**src/rtl/aar_pkg.sv**
```systemverilog
// Shared constants, stage types and arithmetic helpers for the axis-angle rotation block.
package aar_pkg;

  // Output format
  localparam int OUT_FRAC_BITS = 16;
  localparam int OUT_W         = 18;
  localparam int QB            = 30;

  // Chain lengths
  localparam int CORDIC_STEPS = 23;
  localparam int SQRT_STEPS   = 32;
  localparam int DIV_STEPS    = 31;

  // Angle reduction, 1/64 degree units
  localparam int FULL_TURN    = 23040;
  localparam int HALF_TURN    = 11520;
  localparam int QUARTER_TURN = 5760;

  // Datapath widths
  localparam int XW = 32;  // cordic x/y, Q30
  localparam int ZW = 28;  // cordic angle, 2^-16 degree
  localparam int SW = 64;  // square root remainder/root
  localparam int DW = 61;  // divide remainder
  localparam int LW = 31;  // axis length
  localparam int QW = 31;  // unit component magnitude
  localparam int AW = 34;  // multiplier left operand
  localparam int UW = 32;  // signed unit component
  localparam int PW = 40;  // entry sums

  localparam int SH = QB - OUT_FRAC_BITS;

  localparam logic signed [XW-1:0] CORDIC_X0 = 32'sd652032874;
  localparam logic signed [AW-1:0] ONE_Q     = AW'(64'sd1 <<< QB);
  localparam logic signed [PW-1:0] RND       = PW'((64'sd1 <<< SH) >>> 1);
  localparam logic signed [PW-1:0] LIM       = PW'(64'sd1 <<< OUT_FRAC_BITS);
  localparam logic [OUT_W-1:0]     ONE_OUT   = LIM[OUT_W-1:0];

  typedef struct packed {
    logic signed [XW-1:0] x;
    logic signed [XW-1:0] y;
    logic signed [ZW-1:0] z;
  } cordic_t;

  typedef struct packed {
    logic [SW-1:0] rem;
    logic [SW-1:0] root;
  } sqrt_t;

  typedef struct packed {
    logic [DW-1:0] rem;
    logic [QW-1:0] quo;
    logic [LW-1:0] len;
  } div_t;

  typedef struct packed {
    logic [2:0]            sgn;
    logic                  zero;
    logic                  neg;
    logic [2:0][15:0]      mag;
    logic signed [XW-1:0]  c;
    logic signed [XW-1:0]  s;
  } side_t;

  // atan(2^-i) in 2^-16 degree
  function automatic logic signed [ZW-1:0] atan_deg16(input logic [4:0] i);
    logic signed [ZW-1:0] v;
    case (i)
      5'd0:  v = 28'sd2949120;
      5'd1:  v = 28'sd1740967;
      5'd2:  v = 28'sd919879;
      5'd3:  v = 28'sd466945;
      5'd4:  v = 28'sd234379;
      5'd5:  v = 28'sd117304;
      5'd6:  v = 28'sd58666;
      5'd7:  v = 28'sd29335;
      5'd8:  v = 28'sd14668;
      5'd9:  v = 28'sd7334;
      5'd10: v = 28'sd3667;
      5'd11: v = 28'sd1833;
      5'd12: v = 28'sd917;
      5'd13: v = 28'sd458;
      5'd14: v = 28'sd229;
      5'd15: v = 28'sd115;
      5'd16: v = 28'sd57;
      5'd17: v = 28'sd29;
      5'd18: v = 28'sd14;
      5'd19: v = 28'sd7;
      5'd20: v = 28'sd4;
      5'd21: v = 28'sd2;
      5'd22: v = 28'sd1;
      default: v = '0;
    endcase
    return v;
  endfunction

  // Partial product against the low 16 bits of b (unsigned)
  function automatic logic signed [AW+16:0] mul_lo(input logic signed [AW-1:0] a,
                                                   input logic signed [UW-1:0] b);
    logic signed [AW+16:0] p;
    p = a * $signed({1'b0, b[15:0]});
    return p;
  endfunction

  // Partial product against the high half of b (signed)
  function automatic logic signed [AW+15:0] mul_hi(input logic signed [AW-1:0] a,
                                                   input logic signed [UW-1:0] b);
    logic signed [AW+15:0] p;
    p = a * $signed(b[UW-1:16]);
    return p;
  endfunction

  // Join partials and floor-shift back to Q30
  function automatic logic signed [AW-1:0] mul_join(input logic signed [AW+15:0] ph,
                                                    input logic signed [AW+16:0] pl);
    logic signed [AW+UW-1:0] full;
    full = ((AW+UW)'(ph) <<< 16) + (AW+UW)'(pl);
    return AW'(full >>> QB);
  endfunction

  // Round half up, saturate, mask to port width
  function automatic logic [OUT_W-1:0] to_out(input logic signed [PW-1:0] v);
    logic signed [PW-1:0] r;
    r = (v + RND) >>> SH;
    if (r > LIM) r = LIM;
    else if (r < -LIM) r = -LIM;
    return r[OUT_W-1:0];
  endfunction

endpackage

```
**src/rtl/aar_div_cell.sv**
```systemverilog
// One restoring-divide quotient bit with its output register.
module aar_div_cell (
  input  logic          clk,
  input  logic          en,
  input  logic [4:0]    step,
  input  aar_pkg::div_t d_in,
  output aar_pkg::div_t d_out
);
  import aar_pkg::*;

  div_t          d_r, d_nxt;
  logic [DW-1:0] dsr;

  // compare against len shifted to this quotient bit
  always_comb begin
    dsr   = DW'(d_in.len) << step;
    d_nxt = d_in;
    if (d_in.rem >= dsr) begin
      d_nxt.rem = d_in.rem - dsr;
      d_nxt.quo = d_in.quo | (QW'(1) << step);
    end
  end

  always_ff @(posedge clk) begin
    if (en) d_r <= d_nxt;
  end

  assign d_out = d_r;
endmodule
```
**config.mk**
```make
export PLATFORM = sky130hd
export DESIGN_NAME = aar_div_cell
export DESIGN_NICKNAME = d
export VERILOG_FILES = /design/src/rtl/aar_pkg.sv /design/src/rtl/aar_div_cell.sv
export SDC_FILE = /design/constraint.sdc
export NUM_CORES = 1
export LEC_CHECK = 0
export ABC_AREA = 1
export CORE_MARGIN = 2
export CORE_UTILIZATION = 35
export DETAILED_ROUTE_END_ITERATION = 12
export DONT_BUFFER_PORTS = 1
export GPL_TIMING_DRIVEN = 0
export PLACE_DENSITY = 0.59
export REMOVE_ABC_BUFFERS = 1
export SYNTH_ARGS = -nofsm -noshare
export SYNTH_HDL_FRONTEND = slang
export SYNTH_SLANG_ARGS = --single-unit
```
**constraint.sdc**
```tcl
create_clock -name clk -period 8.54 [get_ports clk]
set_clock_uncertainty 0.15 [all_clocks]
set_input_delay 0.854 -clock clk [delete_from_list [all_inputs] [get_ports clk]]
set_output_delay 0.854 -clock clk [all_outputs]
set_load 0.05 [all_outputs]
```
; ---- After elaboration in Yosys (flattened, before gate mapping)
; Cells that the tools add are included.
[classes]
magnitude_cmp = 1
addsub = 1
n_mux = 1
n_bitwise = 1
n_shift = 2
[ops]
columns = operator, count
row1 = $mux 92, 1
row2 = $ge 61x61->1, 1
row3 = $shl 31x5->61, 1
row4 = $sub 61x61->61, 1
row5 = $or 31x31->31, 1
row6 = $shl 1x5->31 const A, 1
[totals]
input_bits = 130
elab_cells = 9
register_bits = 123
output_inout_bits = 123

; ---- Depth between registers and ports, before layout
[depth]
depth_word = 3
ltp_mapped = 29

; ---- Least setup slack after synthesis
; OpenSTA, ideal clock, no wires.
[synth_timing]
path_type = input to register
startpoint = input step[0]
endpoint = register d_r (netlist bit d_out[112]) (data pin)
stages = 19
required_time_ns = 8.137
n_path_buf = 2
path_slack_ns = 4.554
arrival_ns = 3.583
cell_sequence = buf_2 inv_2 o21ai_0 o21ai_0 or2_2 o21ai_0 a22oi_1 or2_2 ha_1 nand2_1 nor2_1 nand2_1 nor2_1 nand4_1 o21ai_0 a21oi_1 clkbuf_1 nand3_1 nand2_1
[synth_lines]
columns = element, line
row1 = start: declaration, aar_div_cell.sv:5  ; input logic [4:0] step,
row2 = end signal: assignment, aar_div_cell.sv:25  ; if (en) d_r <= d_nxt;
row3 = end: declaration, aar_div_cell.sv:11  ; div_t d_r, d_nxt;

==> flow_summary_export.csv <==
group,metric,value,unit
worst_hold_path,min-delay-start,"d_in[3]",
grt,track_usage,0.259,
critical_path,cpPeakStageDelay,0.89,ns
floorplanning,rows,69,
routing,routed.top_layer,"met4",
critical_path,critPathLaunch,"step[3]",
critical_path,worst_setup_path_end_kind,"flip-flop",
placed_design,port_buffers,0,
floorplanning,die_y,195,µm
timing,fin_hold_ws,0.354,ns
timing,setup_viol,0,
routing,ant_nets,0,
grt,grt_max_degree,124,
clock_tree,cts_hold_buffers,0,
synthesis,netlist_area,12700,µm²
timing,fmax,186,MHz
finish,diodes,0,
routing,wl_per_cell,19.4,µm
clock_tree,clock-sinks,123,
critical_path,crit_fanout,56,
routing,wl_met1,22.2,mm
synthesis,yosys.cell_types.count,41,
finish,fill_cells,3917,
critical_path,critical_path.top_delay_family,"simple AND/OR/NAND/NOR gates",
power,powerDensity,191,nW/µm²
grt,antenna_found_initial,0,
floorplanning,fp.dieW,195,µm
routing,dr.pass1.iters,5,
synthesis,synth_seq_area_share,0.290,
critical_path,crit_arrival,5.55,ns
synthesis,netlist_instances,2088,
timing,min_period,5.39,ns
timing,hold_violations,0,
floorplanning,dieArea,37900,µm²
critical_path,cp_common_cell,"nand2_1",
routing,first_iter_violations,895,
run_status,outcome,"finished, final reports clean",
grt,grt-ovfl-total,0,
critical_path,cp_num_buf_inv,2,
critical_path,criticalPathCategory,"in -> reg",
critical_path,required,8.70,ns
floorplanning,io_pins,253,
synthesis,synth.avg_cell_area,6.09,µm²
timing,rsz0062_at_grt,"false",
placed_design,place.gp.congestion,0.948,
timing,fin_crit_sh,0.631,
placed_design,hpwlAfterDp,39.8,mm
routing,wirelength,49.0,mm
routing,drcViolationCount,0,
timing,finalMaxSlewViolations,0,
finish,largest_register_ffs,123,
clock_tree,cts_buffers,17,
finish,drive_above_1_share,0.0374,
finish,mostFrequentLayoutCell,"nand2_1",
critical_path,slowest_stage,"clkinv_1",
timing,slew_headroom,0.198,
clock_tree,cts_setup_buffers,0,
power,power,0.00260,W
routing,vias,12766,
clock_tree,tritoncts,"built",
power,power.leakage,7.19,nW
synthesis,synth-seq-cells,123,
routing,via_per_inst,5.07,
critical_path,path_cells,"clkinv_1 -> nor2_1 -> a22oi_1 -> or2_2 -> ha_1 -> nand2_1 -> nor2_1 -> nand2_1 -> nor3_1 -> nand2_1 -> nand3_4 -> buf_16 -> nand3_1 -> nand2_1",
finish,layout_common_cells,"nand2_1 (858), inv_1 (322), nand3_1 (180)",
routing,met3_length,3.38,mm
clock_tree,htreeDepth,4,
clock_tree,clock_path_buffers,2,
finish,syn_to_final_growth,7.26,%
clock_tree,cts-root-buf,"clkbuf_16",
floorplanning,coreArea,35700,µm²
worst_hold_path,hold_path.class,"in -> reg",
power,peakVddDrop,0.000147,V
synthesis,ys_warn_count,0,
timing,fin_tns_setup,0,ns
routing,met2_length,21.9,mm
critical_path,crit_path_start_kind,"primary input",
finish,finalNetCount,2244,
timing,worst_pin_slew,1.20,ns
run,max_cap_violations,0,
grt,grt_pass1_wl,73.3,mm
clock_tree,cts_resized,0,
floorplanning,start_util,0.357,
grt,grt_pass1_vias,12328,
clock_tree,clk_pin_slew_worst_paths,0.06,ns
==> Yosys cell counts <==
cell type | count | area, µm²
nor3_2 | 4 | 40.0
nand3b_1 | 2 | 15.0
xnor2_1 | 2 | 17.5
a21oi_1 | 42 | 210
nand3_1 | 180 | 901
nor3_4 | 1 | 16.3
mux2i_1 | 9 | 90.1
and3_1 | 1 | 6.26
nor2_2 | 5 | 31.3
buf_6 | 3 | 33.8
xor2_1 | 28 | 245
clkinv_1 | 5 | 18.8
o21ai_0 | 95 | 475
or2_1 | 1 | 6.26
inv_1 | 322 | 1210
o21bai_1 | 3 | 22.5
nand2_1 | 859 | 3220
ha_1 | 67 | 838
and2_0 | 2 | 12.5
nand2_2 | 4 | 25.0
edfxtp_1 | 123 | 3690
o22ai_1 | 1 | 6.26
a22oi_1 | 1 | 7.51
buf_1 | 4 | 15.0
nor4_1 | 2 | 12.5
a21o_1 | 30 | 225
a31oi_1 | 7 | 43.8
clkbuf_1 | 37 | 139
nor2_1 | 153 | 574
nand3_2 | 1 | 10.0
fa_1 | 1 | 20.0
o21ai_1 | 2 | 10.0
nor3_1 | 17 | 85.1
buf_2 | 14 | 70.1
nand4_1 | 17 | 106
buf_4 | 6 | 45.0
and2_1 | 6 | 37.5
inv_2 | 10 | 37.5
nor2_4 | 1 | 11.3
or2_2 | 18 | 113
o21a_1 | 2 | 15.0
==> kinds of logic (layout without fill, tap and decap cells) <==
family | count (synthesis) | in the layout | synth area share
xor+xnor | 30 | 30 | 0.0207
buf+inv | 401 | 372 | 0.123
simple gates | 1274 | 1274 | 0.411
mux | 9 | 9 | 0.00708
fa+ha+maj | 68 | 68 | 0.0675
compound gates | 183 | 183 | 0.0799
flops | 123 | 123 | 0.290
==> final cells by class <==
class / count / area [µm²] / area share
multi-input cells: 1564 / 7480 / 0.548
inverters: 337 / 1270 / 0.0928
well taps: 461 / 577 / 0.0423
clock buffers: 19 / 433 / 0.0317
repair buffers: 3 / 67.6 / 0.00495
clock inverters: 13 / 126 / 0.00927
flip-flops and latches: 123 / 3690 / 0.271
==> layer usage <==
layer,up-vias,GRT usage
li1,6468,-
met1,5780,0.337
met2,449,0.425
met3,69,0.0488
met4,0,0.0966
met5,-,0
==> power by group <==
group	internal [W]	total, W	switching, W
combinational	0.000253	0.000812	0.000559
clock	0.000425	0.000718	0.000293
sequential	0.000774	0.00107	0.000298
total	0.00145	0.00260	0.00115
==> through the flow <==
step	area (µm²)	util	std cells	setup WS [ns]
2_1_floorplan	12400	-	2024	2.84
3_3_place_gp	13000	0.364	2485	-0.682
3_5_place_dp	13100	0.367	2488	2.73
4_1_cts	13600	0.383	2520	3.21
5_1_grt	13600	0.383	2520	2.79
6_report	13600	0.383	2520	3.15
==> path summary, 6_finish.rpt <==
path | cells past startpoint | to | slack (ns)
max | 14 | d_out[100] | 3.15
min | 0 | d_out[3] | 0.35
Power figures use the tool's default switching activity.
