File: config.mk
export PLATFORM = sky130hd
export DESIGN_NAME = aar_cordic_cell
export DESIGN_NICKNAME = d
export VERILOG_FILES = /design/src/rtl/aar_pkg.sv /design/src/rtl/aar_cordic_cell.sv
export SDC_FILE = /design/constraint.sdc
export NUM_CORES = 1
export LEC_CHECK = 0
export BUFFER_PORTS_ARGS = -buffer_cell sky130_fd_sc_hd__buf_2
export CORE_ASPECT_RATIO = 1.2
export CORE_MARGIN = 10
export CORE_UTILIZATION = 50
export DETAILED_ROUTE_END_ITERATION = 8
export PLACE_DENSITY = 0.75
export SYNTH_ARGS = -nofsm -noshare
export SYNTH_HDL_FRONTEND = slang
export SYNTH_SLANG_ARGS = --single-unit
File: constraint.sdc
create_clock -name clk -period 6.68 [get_ports clk]
set_input_delay 1.336 -clock clk [delete_from_list [all_inputs] [get_ports clk]]
set_output_delay 1.336 -clock clk [all_outputs]
set_load 0.005 [all_outputs]
File: src/rtl/aar_pkg.sv
// Shared constants, stage types and arithmetic helpers for the axis-angle rotation block.
package aar_pkg;

  // Output format
  localparam int OUT_FRAC_BITS = 16;
  localparam int OUT_W         = 18;
  localparam int QB            = 30;

  // Chain lengths
  localparam int CORDIC_STEPS = 23;
  localparam int SQRT_STEPS   = 32;
  localparam int DIV_STEPS    = 31;

  // Angle reduction, 1/64 degree units
  localparam int FULL_TURN    = 23040;
  localparam int HALF_TURN    = 11520;
  localparam int QUARTER_TURN = 5760;

  // Datapath widths
  localparam int XW = 32;  // cordic x/y, Q30
  localparam int ZW = 28;  // cordic angle, 2^-16 degree
  localparam int SW = 64;  // square root remainder/root
  localparam int DW = 61;  // divide remainder
  localparam int LW = 31;  // axis length
  localparam int QW = 31;  // unit component magnitude
  localparam int AW = 34;  // multiplier left operand
  localparam int UW = 32;  // signed unit component
  localparam int PW = 40;  // entry sums

  localparam int SH = QB - OUT_FRAC_BITS;

  localparam logic signed [XW-1:0] CORDIC_X0 = 32'sd652032874;
  localparam logic signed [AW-1:0] ONE_Q     = AW'(64'sd1 <<< QB);
  localparam logic signed [PW-1:0] RND       = PW'((64'sd1 <<< SH) >>> 1);
  localparam logic signed [PW-1:0] LIM       = PW'(64'sd1 <<< OUT_FRAC_BITS);
  localparam logic [OUT_W-1:0]     ONE_OUT   = LIM[OUT_W-1:0];

  typedef struct packed {
    logic signed [XW-1:0] x;
    logic signed [XW-1:0] y;
    logic signed [ZW-1:0] z;
  } cordic_t;

  typedef struct packed {
    logic [SW-1:0] rem;
    logic [SW-1:0] root;
  } sqrt_t;

  typedef struct packed {
    logic [DW-1:0] rem;
    logic [QW-1:0] quo;
    logic [LW-1:0] len;
  } div_t;

  typedef struct packed {
    logic [2:0]            sgn;
    logic                  zero;
    logic                  neg;
    logic [2:0][15:0]      mag;
    logic signed [XW-1:0]  c;
    logic signed [XW-1:0]  s;
  } side_t;

  // atan(2^-i) in 2^-16 degree
  function automatic logic signed [ZW-1:0] atan_deg16(input logic [4:0] i);
    logic signed [ZW-1:0] v;
    case (i)
      5'd0:  v = 28'sd2949120;
      5'd1:  v = 28'sd1740967;
      5'd2:  v = 28'sd919879;
      5'd3:  v = 28'sd466945;
      5'd4:  v = 28'sd234379;
      5'd5:  v = 28'sd117304;
      5'd6:  v = 28'sd58666;
      5'd7:  v = 28'sd29335;
      5'd8:  v = 28'sd14668;
      5'd9:  v = 28'sd7334;
      5'd10: v = 28'sd3667;
      5'd11: v = 28'sd1833;
      5'd12: v = 28'sd917;
      5'd13: v = 28'sd458;
      5'd14: v = 28'sd229;
      5'd15: v = 28'sd115;
      5'd16: v = 28'sd57;
      5'd17: v = 28'sd29;
      5'd18: v = 28'sd14;
      5'd19: v = 28'sd7;
      5'd20: v = 28'sd4;
      5'd21: v = 28'sd2;
      5'd22: v = 28'sd1;
      default: v = '0;
    endcase
    return v;
  endfunction

  // Partial product against the low 16 bits of b (unsigned)
  function automatic logic signed [AW+16:0] mul_lo(input logic signed [AW-1:0] a,
                                                   input logic signed [UW-1:0] b);
    logic signed [AW+16:0] p;
    p = a * $signed({1'b0, b[15:0]});
    return p;
  endfunction

  // Partial product against the high half of b (signed)
  function automatic logic signed [AW+15:0] mul_hi(input logic signed [AW-1:0] a,
                                                   input logic signed [UW-1:0] b);
    logic signed [AW+15:0] p;
    p = a * $signed(b[UW-1:16]);
    return p;
  endfunction

  // Join partials and floor-shift back to Q30
  function automatic logic signed [AW-1:0] mul_join(input logic signed [AW+15:0] ph,
                                                    input logic signed [AW+16:0] pl);
    logic signed [AW+UW-1:0] full;
    full = ((AW+UW)'(ph) <<< 16) + (AW+UW)'(pl);
    return AW'(full >>> QB);
  endfunction

  // Round half up, saturate, mask to port width
  function automatic logic [OUT_W-1:0] to_out(input logic signed [PW-1:0] v);
    logic signed [PW-1:0] r;
    r = (v + RND) >>> SH;
    if (r > LIM) r = LIM;
    else if (r < -LIM) r = -LIM;
    return r[OUT_W-1:0];
  endfunction

endpackage

File: src/rtl/aar_cordic_cell.sv
// One rotation-mode CORDIC micro-rotation with its output register.
module aar_cordic_cell (
  input  logic             clk,
  input  logic             en,
  input  logic [4:0]       step,
  input  aar_pkg::cordic_t d_in,
  output aar_pkg::cordic_t d_out
);
  import aar_pkg::*;

  cordic_t              d_r, d_nxt;
  logic signed [XW-1:0] dx, dy;
  logic signed [ZW-1:0] at;

  // rotate toward zero residual angle
  always_comb begin
    dx    = d_in.y >>> step;
    dy    = d_in.x >>> step;
    at    = atan_deg16(step);
    d_nxt = d_in;
    if (d_in.z >= 0) begin
      d_nxt.x = d_in.x - dx;
      d_nxt.y = d_in.y + dy;
      d_nxt.z = d_in.z - at;
    end else begin
      d_nxt.x = d_in.x + dx;
      d_nxt.y = d_in.y - dy;
      d_nxt.z = d_in.z + at;
    end
  end

  always_ff @(posedge clk) begin
    if (en) d_r <= d_nxt;
  end

  assign d_out = d_r;
endmodule

Word level (Yosys, flattened, before mapping)
Memories as Yosys holds them, arrays and structs flattened.
Cells that the tools add are included.
{ "classes": {"addsub": 6, "magnitude_cmp": 1, "n_shift": 2, "n_mux": 1} }
{ "ops": {"columns": ["cell", "n"], "rows": [
  ["$mux W92", 1],
  ["$add A32 B32 Y32", 2],
  ["$sshr A32 B5 Y32", 2],
  ["$sub A32 B32 Y32", 2],
  ["$add A28 B28 Y28", 1],
  ["$ge A28 B1 Y1 const B", 1],
  ["$sub A28 B28 Y28", 1]
]} }
{ "totals": {"ff_bits": 92, "mem_bits_ro": 704, "input_bits": 99, "output_inout_bits": 92, "word_cells": 14, "mem_count": 1} }
{ "mem_list": {"columns": ["name", "words", "word_bits", "read_ports", "rd_clocked_by_memory_dff", "write_ports", "line_no", "rtl"], "rows": [
  ["(name not given)", 32, 22, 1, 0, 0, "aar_pkg.sv:67", "case (i)"]
]} }

Logic depth before layout (Yosys ltp)
Gate-level depths: netlist of run 1.
{ "depth": {"word_depth": 3, "depth_mapped": 27, "ltp_nobuf": 22} }

Worst setup path before layout of run 1
No wires, ideal clock.
{ "synth_timing": {"kind": "input -> register", "from": "input port step[0]", "to": "register d_r, in the netlist d_out[91], data pin", "arrival_ns": 6.755, "t_required_ns": 6.421, "slack_ns": -0.334, "stages": 24, "path_cell_list": "buf_6 -> buf_12 -> buf_12 -> buf_6 -> buf_6 -> buf_6 -> clkbuf_1 -> mux4_2 -> a22oi_1 -> o21ai_0 -> nor2_1 -> ha_1 -> nand4_1 -> or3_4 -> or4_4 -> o31ai_2 -> xnor2_1 -> ha_1 -> or3_1 -> o211a_1 -> a311o_1 -> a221o_1 -> a21oi_1 -> xnor2_1"} }
{ "synth_rtl": {"columns": ["element", "line_no", "rtl"], "rows": [
  ["start, declared", "aar_cordic_cell.sv:5", "input logic [4:0] step,"],
  ["end signal, assigned", "aar_cordic_cell.sv:33", "if (en) d_r <= d_nxt;"],
  ["end, declared", "aar_cordic_cell.sv:11", "cordic_t d_r, d_nxt;"]
]} }

==> qor.txt, run 1 <==
Initial DRT Pass Iterations = 6
Pwr Density = 197 nW/um^2
Seq/Total Area, Yosys = 0.195
Syn-to-layout area delta = 39.3%
Finished Layout Cells = 2,548
syn nets = 1,733
vias in the first global route = 15,900
min Tclk post-route = 6.66 ns
largest family of logic cells by synthesized area = compound AO/OA/AOI/OAI gates
clock share of power = 0.129
drt total wl = 59,700 um
Remaining Overflow, GRT = 0
Worst Hold Path EP = d_out[28]
XOR/XNOR Fraction of Synth Area = 0.0892
Final Cycle Share = 0.997
mux cell area share after synthesis = 0.188
Cell variety after synth = 92
DR iter-0 viols = 1,335
num ports = 191
Max Clock Freq = 150 MHz
EDFF count, synth = 92
Sw Ratio = 0.397
core footprint = 27,900 um^2
clock slew seen by the registers of the worst setup and hold paths = 0.07 ns
CTS Sinks = 92
CTS Buf Count = 9
routability cong. = 1.06
crit path capture type = register
WP data required = 6.80 ns
global-route wire length before repair = 90,400 um
Net Sw Power = 1540 uW
GRT Total Usage = 0.323
async set-or-reset flop fraction in the synthesized netlist = 0
DR vias/cell = 6.23
Hold Path Stages = 2
Inst Count DP = 2,520
clock buffer depth = 2
fin. max-slew vios = 0
Die Wd = 174 um
Seq cells post-synth = 92
Int Pwr = 2340 uW
worst hold margin = 1.35 ns
initial core utilization = 0.507
top_reg_cell synth = edfxtp_1
adder-cell share of the synthesized area = 0.0989
commonest non-fill, non-tap cell in the layout = buf_4
initial antenna violation count = 0
Logic pwr share = 0.639
Antenna diodes = 0
routed via count = 15,900
Fin. Hold Viols = 0
Compound-Gate Fraction of Synth Area = 0.234
CP Launch Type = input port
placed cell areas = 19,000 um^2
dpl hpwl = 48,800 um
Yosys Warn Count = 0
MaxCap Viol Count = 0
largest net degree at the start of global routing = 53
Die Y = 204 um
Post-Syn Area = 14,100 um^2
row count = 67
Layout Nets = 2,373
cells after synthesis = 1,524
Hold-fix buffers, CTS = 0
# port buffers = 190
H-tree lvl count = 3
Slew HR = 0.365
commonest non-fill, non-tap cells in the layout = buf_4, buf_2, nand2_1
Crit Path Max Fanout = 14
hold crit path type = in -> reg
Worst Min Path Start = d_in[28]
status = finished, final reports clean
max reg flops = 92
Peak supply drop = 0.177 mV
Avg Cell Area, Syn = 9.28 um^2
Core Util, Final = 0.706
Final setup viols = 0
wire length per cell = 23.4 um
Post-Synth Simple-Gate Area = 0.148
sequential share of power = 0.231
worst slew pin tran = 0.952 ns
Die Area = 35,400 um^2
CP Class = in -> reg
Leak = 0.00883 uW
share of cells above drive strength 1 = 0.414
root buf cell = clkbuf_16
Total Power = 3890 uW
Critical Path AT = 6.78 ns
CTS tree = built
Finished Cell Area = 19,700 um^2
DR DRC count = 0
Antenna Nets Post-Route = 0
[stage by stage]
step | setup slack, ns | setup TNS (ns)
after floorplan | -0.0352 | -0.0352
after global placement | -0.414 | -3.72
after detailed placement | -0.477 | -4.84
after CTS | -0.0508 | -0.0508
after global routing | -0.0823 | -0.185
final | 0.0186 | 0
[Yosys cell counts (all sizes together), types with 6 or more instances]
| master | count | share of area |
|---|---|---|
| or2 | 15 | 0.0066 |
| clkbuf | 28 | 0.0074 |
| nor4 | 6 | 0.0027 |
| nand2 | 118 | 0.031 |
| nor2b | 14 | 0.0062 |
| a22oi | 22 | 0.012 |
| or4 | 8 | 0.0048 |
| or3 | 14 | 0.0065 |
| nand3 | 21 | 0.0074 |
| o31ai | 20 | 0.013 |
| o22ai | 11 | 0.0049 |
| o21ai | 105 | 0.037 |
| and2 | 15 | 0.0066 |
| xor2 | 64 | 0.040 |
| inv | 42 | 0.011 |
| ha | 107 | 0.095 |
| buf | 52 | 0.029 |
| a31oi | 14 | 0.0062 |
| mux2i | 36 | 0.025 |
| o211ai | 10 | 0.0063 |
| o21bai | 10 | 0.0053 |
| nor3 | 31 | 0.011 |
| a211oi | 22 | 0.012 |
| o41ai | 7 | 0.0043 |
| and3 | 11 | 0.0049 |
| a21boi | 16 | 0.0085 |
| a21oi | 99 | 0.035 |
| nor2 | 108 | 0.029 |
| mux4 | 85 | 0.14 |
| o21a | 34 | 0.018 |
| mux2 | 28 | 0.023 |
| nand4 | 10 | 0.0044 |
| xnor2 | 80 | 0.050 |
| a21o | 36 | 0.019 |
| nand2b | 25 | 0.011 |
| edfxtp | 92 | 0.20 |
| o221ai | 8 | 0.0050 |
[layout make-up]
| type | count | area (um^2) |
|---|---|---|
| Multi-Input combinational cell | 1309 | 11000 |
| Clock inverter | 7 | 42.5 |
| Fill cell | 2232 | 8210 |
| Inverter | 43 | 161 |
| Sequential cell | 92 | 2760 |
| Tap cell | 379 | 474 |
| Clock buffer | 9 | 225 |
| Timing Repair Buffer | 709 | 5070 |
[worst max-delay path: stages]
cell      delay (ns)
buf_12          0.13
buf_12          0.14
buf_12          0.14
buf_4           0.12
mux4_1          0.54
mux2_4          0.30
a222oi_1        0.34
o211a_1         0.28
ha_2            0.21
nand4_1         0.19
or3_4           0.48
or4_4           0.47
buf_6           0.16
o31ai_4         0.22
xor2_1          0.24
ha_1            0.30
buf_4           0.17
a311o_1         0.39
a221o_1         0.33
a21oi_2         0.17
xnor2_1         0.09
[layer usage]
layer / vias up / GRT usage / part of all wire
li1: 7228 / - / -
met1: 7729 / 0.383 / 0.39
met2: 770 / 0.567 / 0.49
met3: 155 / 0.0445 / 0.070
met4: 0 / 0.153 / 0.050
met5: - / 0 / 0
[worst max-delay path by stage]
stage,startpoint,endpoint
after global placement,step[0],d_out[91]
after detailed placement,step[0],d_out[91]
after CTS,step[0],d_out[56]
after floorplan,step[0],d_out[56]
final,step[0],d_out[91]
after global routing,step[0],d_out[91]
[power by group through the flow]
stage / Sequential, uW / Combinational, uW / Clock [uW]
floorplan: 937 / 1220 / 0
global placement: 905 / 2320 / 0
detailed placement: 909 / 2380 / 0
CTS: 900 / 2410 / 512
global route: 914 / 2670 / 532
finish: 899 / 2490 / 503
[repair_timing]
action                     4_1_cts  5_1_grt
setup buffers                    5        5
cloned                           1        1
setup endpoints to repair        5       16
pin swaps                        6       32
resized for setup               10       58
[kinds of logic (layout without fill, tap and decap cells)]
kind of cell               count (synthesis)  count (layout)
DFF                                       92              92
adders and majority gates                110             110
xor gates and xnor gates                 144             144
muxes                                    149             149
buffers and inverters                    123             768
and+or+nand+nor                          419             419
AOI/OAI and AO/OA                        487             487
(Power assumes the default switching activity.)
==> run 2: changes to the inputs <==
- ABC_AREA: default -> 1
==> qor.txt, run 2 <==
cells after synthesis = 2,244
Post-CTS Setup Repair Bufs = 0
Leak = 0.00789 uW
Pwr Density = 212 nW/um^2
Yosys Warn Count = 0
H-tree lvl count = 3
share of cells above drive strength 1 = 0.105
Seq cells post-synth = 92
EDFF count, synth = 92
root buf cell = clkbuf_16
worst hold margin = 1.36 ns
Avg Cell Area, Syn = 6.11 um^2
MaxCap Viol Count = 0
min Tclk post-route = 6.21 ns
Post-Syn Area = 13,700 um^2
Fin. Hold Viols = 0
largest net degree at the start of global routing = 68
Sw Ratio = 0.441
Antenna Nets Post-Route = 0
placed cell areas = 14,900 um^2
dpl hpwl = 40,800 um
CTS Sinks = 92
Die Y = 201 um
crit path capture type = register
drt total wl = 49,300 um
CP Launch Type = input port
Die Wd = 171 um
Initial DRT Pass Iterations = 7
Storage cell area = 2760 um^2
initial antenna violation count = 1
area share of the largest cell type after synthesis = 0.208
routability cong. = 0.986
routed via count = 15,500
Fill cells = 2,856
RSZ-0062 raised after global routing = no
area of the multi-input gates = 9780 um^2
GRT Total Usage = 0.279
vias in the first global route = 15,000
top_reg_cell synth = edfxtp_1
CTS Buf Count = 9
commonest non-fill, non-tap cell in the layout = nand2_1
Net Sw Power = 1420 uW
top cells by area, synth = nand2_1, edfxtp_1, nand3_1
Int Pwr = 1800 uW
DR iter-0 viols = 1,379
synth cell count leaders = nand2_1, nand3_1, inv_1, nor2_1, a21oi_1
async set-or-reset flop fraction in the synthesized netlist = 0
Crit Path Max Fanout = 58
Finished Cell Area = 15,200 um^2
sequential share of power = 0.280
Setup TNS = 0 ns
num ports = 191
Slew HR = 0.485
hold crit path type = in -> reg
clock slew seen by the registers of the worst setup and hold paths = 0.09 ns
Die Area = 34,500 um^2
Hold-fix buffers, CTS = 0
DR vias/cell = 5.67
most common cell in the netlist = nand2_1
Logic pwr share = 0.547
row count = 66
Synth area leader = nand2_1
Syn-to-layout area delta = 11.2%
wire length per cell = 18.0 um
Final setup viols = 0
Seq/Total Area, Yosys = 0.202
Final Cycle Share = 0.930
Worst Min Path Start = d_in[29]
clock share of power = 0.172
initial core utilization = 0.506
Worst Hold Path EP = d_out[29]
Hold Path Stages = 2
status = finished, final reports clean
Max Clock Freq = 161 MHz
Layout Nets = 2,601
CTS tree = built
Remaining Overflow, GRT = 0
post-cts resize count = 0
fin. max-slew vios = 0
syn nets = 2,453
WP data required = 6.82 ns
global-route wire length before repair = 77,100 um
# port buffers = 190
max reg flops = 92
CP Class = in -> reg
commonest non-fill, non-tap cells in the layout = nand2_1, nand3_1, inv_1
Peak supply drop = 0.160 mV
DR DRC count = 0
Critical Path AT = 6.35 ns
core footprint = 27,100 um^2
clock buffer depth = 2
Cell variety after synth = 42
worst slew pin tran = 0.770 ns
## run 2: cell types whose count changed in the layout (fill, tap and decap cells not counted), moves of 25 or more
cell	previous run	this run
nand2_1	118	759
nand2b_1	25	0
xnor2_1	80	48
a21oi_1	91	122
xor2_1	64	94
nor2_1	106	183
mux2i_1	32	0
inv_1	41	201
a21o_1	36	7
mux4_2	67	0
nand3_1	20	332
o21a_1	34	9
buf_4	503	19
## run 2: worst max-delay path by stage
stage	startpoint	endpoint	slack, ns
3_5_place_dp	step[1]	d_out[59]	0.21
5_1_grt	step[1]	d_out[59]	0.001
3_3_place_gp	step[1]	d_out[82]	0.34
4_1_cts	step[1]	d_out[59]	0.60
2_1_floorplan	step[1]	d_out[24]	1.57
6_report	step[1]	d_out[59]	0.47
## run 2: cell families after synthesis
kind of cell               after synthesis  share of synthesized area
adders and majority gates              110                      0.102
and+or+nand+nor                       1336                      0.407
DFF                                     92                      0.202
buffers and inverters                  283                     0.0846
xor gates and xnor gates               142                     0.0908
AOI/OAI and AO/OA                      281                      0.114
## run 2: layout make-up
cell class                      count  share of cell area
Timing Repair Buffer              213              0.0780
Inverter                          207              0.0510
Tap cell                          340              0.0279
Clock buffer                       10              0.0150
Antenna cell                        1            0.000164
Sequential cell                    92               0.181
Clock inverter                      6             0.00468
Multi-Input combinational cell   1869               0.642
## run 2: per-stage QoR
stage	utilization	power (uW)	worst slack (ns)	std cells
floorplan	-	2080	1.57	2244
global placement	0.552	2660	0.343	2721
CTS	0.563	3230	0.596	2737
finish	0.563	3230	0.467	2738
detailed placement	0.552	2670	0.210	2721
global route	0.563	3480	0.000969	2738
## run 2: routing by layer
metal	track usage	up-vias	routed length, um	part of all wire
met2	0.487	610	24000	0.49
met3	0.0347	104	3090	0.063
met1	0.337	7072	20400	0.41
met4	0.109	0	1800	0.037
li1	-	7725	-	-
met5	0	-	0	0
## run 2: power by group through the flow
stage	clock network, uW	logic [uW]	registers [uW]
finish	555	1770	905
global route	584	1970	923
CTS	564	1760	907
detailed placement	0	1750	915
global placement	0	1750	914
floorplan	0	1140	941
## run 2: critical path, cell delays in order
cell and delay, ns:
buf_2 0.10, buf_4 0.51, nor2_2 0.20, inv_1 0.18, nor2_1 0.05, o21ai_0 0.07
nand3_1 0.09, nand2_1 0.08, nand2_1 0.06, a21oi_1 0.24, ha_1 0.23, nand2_1 0.11
nor2_1 0.32, nand4_1 0.18, nand2_1 0.09, nand3_1 0.07, nand2_1 0.08, inv_1 0.06
ha_1 0.34, nand2_1 0.15, nor4_1 0.67, nand3_1 0.29, nand3_1 0.21, nand2_1 0.07
o211ai_1 0.13, a21boi_0 0.23, nand3_1 0.14, nand2_1 0.06
==> run 3: changes to the inputs <==
- PLACE_DENSITY: 0.75 -> 0.73
- RECOVER_POWER: default -> 100
==> qor.txt, run 3 (synthesis gave the netlist of run 2 again) <==
Int Pwr = 1760 uW
Hold-fix buffers, CTS = 0
CTS Buf Count = 9
Fin. Hold Viols = 0
DR DRC count = 0
root buf cell = clkbuf_16
Antenna Nets Post-Route = 0
Setup TNS = 0 ns
DR iter-0 viols = 1,403
Initial DRT Pass Iterations = 6
MaxCap Viol Count = 2
Pwr Density = 211 nW/um^2
Antenna diodes = 0
Die Area = 34,500 um^2
Final setup viols = 0
Peak supply drop = 0.166 mV
Die Wd = 171 um
Syn-to-layout area delta = 10.2%
CP Class = in -> reg
DR vias/cell = 5.65
core footprint = 27,100 um^2
Sw Ratio = 0.445
max reg flops = 92
Crit Path Max Fanout = 67
pre-CTS WS = 0.477 ns
RSZ-0062 raised after global routing = no
WP data required = 6.81 ns
min Tclk post-route = 6.05 ns
global-route wire length before repair = 76,700 um
Remaining Overflow, GRT = 0
initial antenna violation count = 0
Logic pwr share = 0.546
final worst setup slack = 0.628 ns
vias in the first global route = 15,000
GRT Total Usage = 0.276
initial core utilization = 0.506
sequential share of power = 0.286
clock slew seen by the registers of the worst setup and hold paths = 0.08 ns
commonest non-fill, non-tap cell in the layout = nand2_1
clock share of power = 0.169
fin. max-slew vios = 95
Critical Path AT = 6.18 ns
most used cell, CP = nand2_1
Final Cycle Share = 0.906
CP Launch Type = input port
crit path capture type = register
# port buffers = 190
CTS tree = built
CTS Sinks = 92
failing checks = capacitance limit, slew limit
share of cells above drive strength 1 = 0.0692
status = finished with violations
drt total wl = 48,800 um
hold crit path type = in -> reg
commonest non-fill, non-tap cells in the layout = nand2_1, nand3_1, inv_1
routed via count = 15,500
Die Y = 201 um
Layout Nets = 2,603
worst slew pin tran = 2.66 ns
Max Clock Freq = 165 MHz
Leak = 0.00766 uW
clock buffer depth = 2
slowest stage delay, CP = 0.41 ns
largest net degree at the start of global routing = 68
Slew HR = -0.777
CP max-delay cell = a21boi_0
dpl hpwl = 40,500 um
Post-CTS Setup Repair Bufs = 0
routability cong. = 0.986
Net Sw Power = 1420 uW
H-tree lvl count = 3
post-cts resize count = 0
wire length per cell = 17.8 um
num ports = 191
row count = 66
## run 3: cell count changes in the layout (fill, tap and decap cells not counted), moves of 2 or more
| cell | delta |
|---|---|
| buf_2 | -77 |
| nor2_1 | +3 |
| clkbuf_1 | +81 |
| o21ai_1 | -2 |
| nor2_2 | -3 |
| o21ai_0 | +3 |
## run 3: layer usage
metal  wire length (um)  global-route usage  share of wire
met5                  0                   0              0
met1              19800               0.328           0.41
met2              23800               0.481           0.49
met3               3100              0.0396          0.064
met4               2100               0.119          0.043
## run 3: path summary, 6_finish.rpt
path / end / from / cells after the start / slack (ns)
setup / recovery: d_out[91] / step[0] / 29 / 0.63
hold / removal: d_out[29] / d_in[29] / 2 / 1.36
## run 3: worst max-delay path, delay by kind of cell
family          cells  cell delay (ns)
compound gates      6             1.38
fa+ha+maj           2             0.56
buf+inv             5             0.93
simple gates       16             1.93
## run 3: per-stage QoR
step	power (uW)	hold WS (ns)	cells	area, um^2	util
after floorplan	2080	1.45	2244	13700	-
after global placement	2670	1.73	2723	14900	0.552
after detailed placement	2670	1.73	2723	14900	0.552
after CTS	3220	1.36	2738	15200	0.562
after global routing	3430	1.38	2738	15100	0.557
final	3180	1.36	2738	15100	0.557
## run 3: layout make-up
cell class / instances / area, um^2
clock buffers: 10 / 229
clock inverters: 5 / 61.3
fillers: 2867 / 12000
inverters: 207 / 777
multi-input cells: 1869 / 9760
flip-flops and latches: 92 / 2760
well taps: 340 / 425
repair buffers: 215 / 1080
## run 3: power by group through the flow
stage,Sequential (uW),Clock [uW],Combinational (uW)
6_report,908,537,1740
5_1_grt,927,563,1940
4_1_cts,904,547,1770
3_5_place_dp,915,0,1760
3_3_place_gp,911,0,1750
2_1_floorplan,941,0,1140
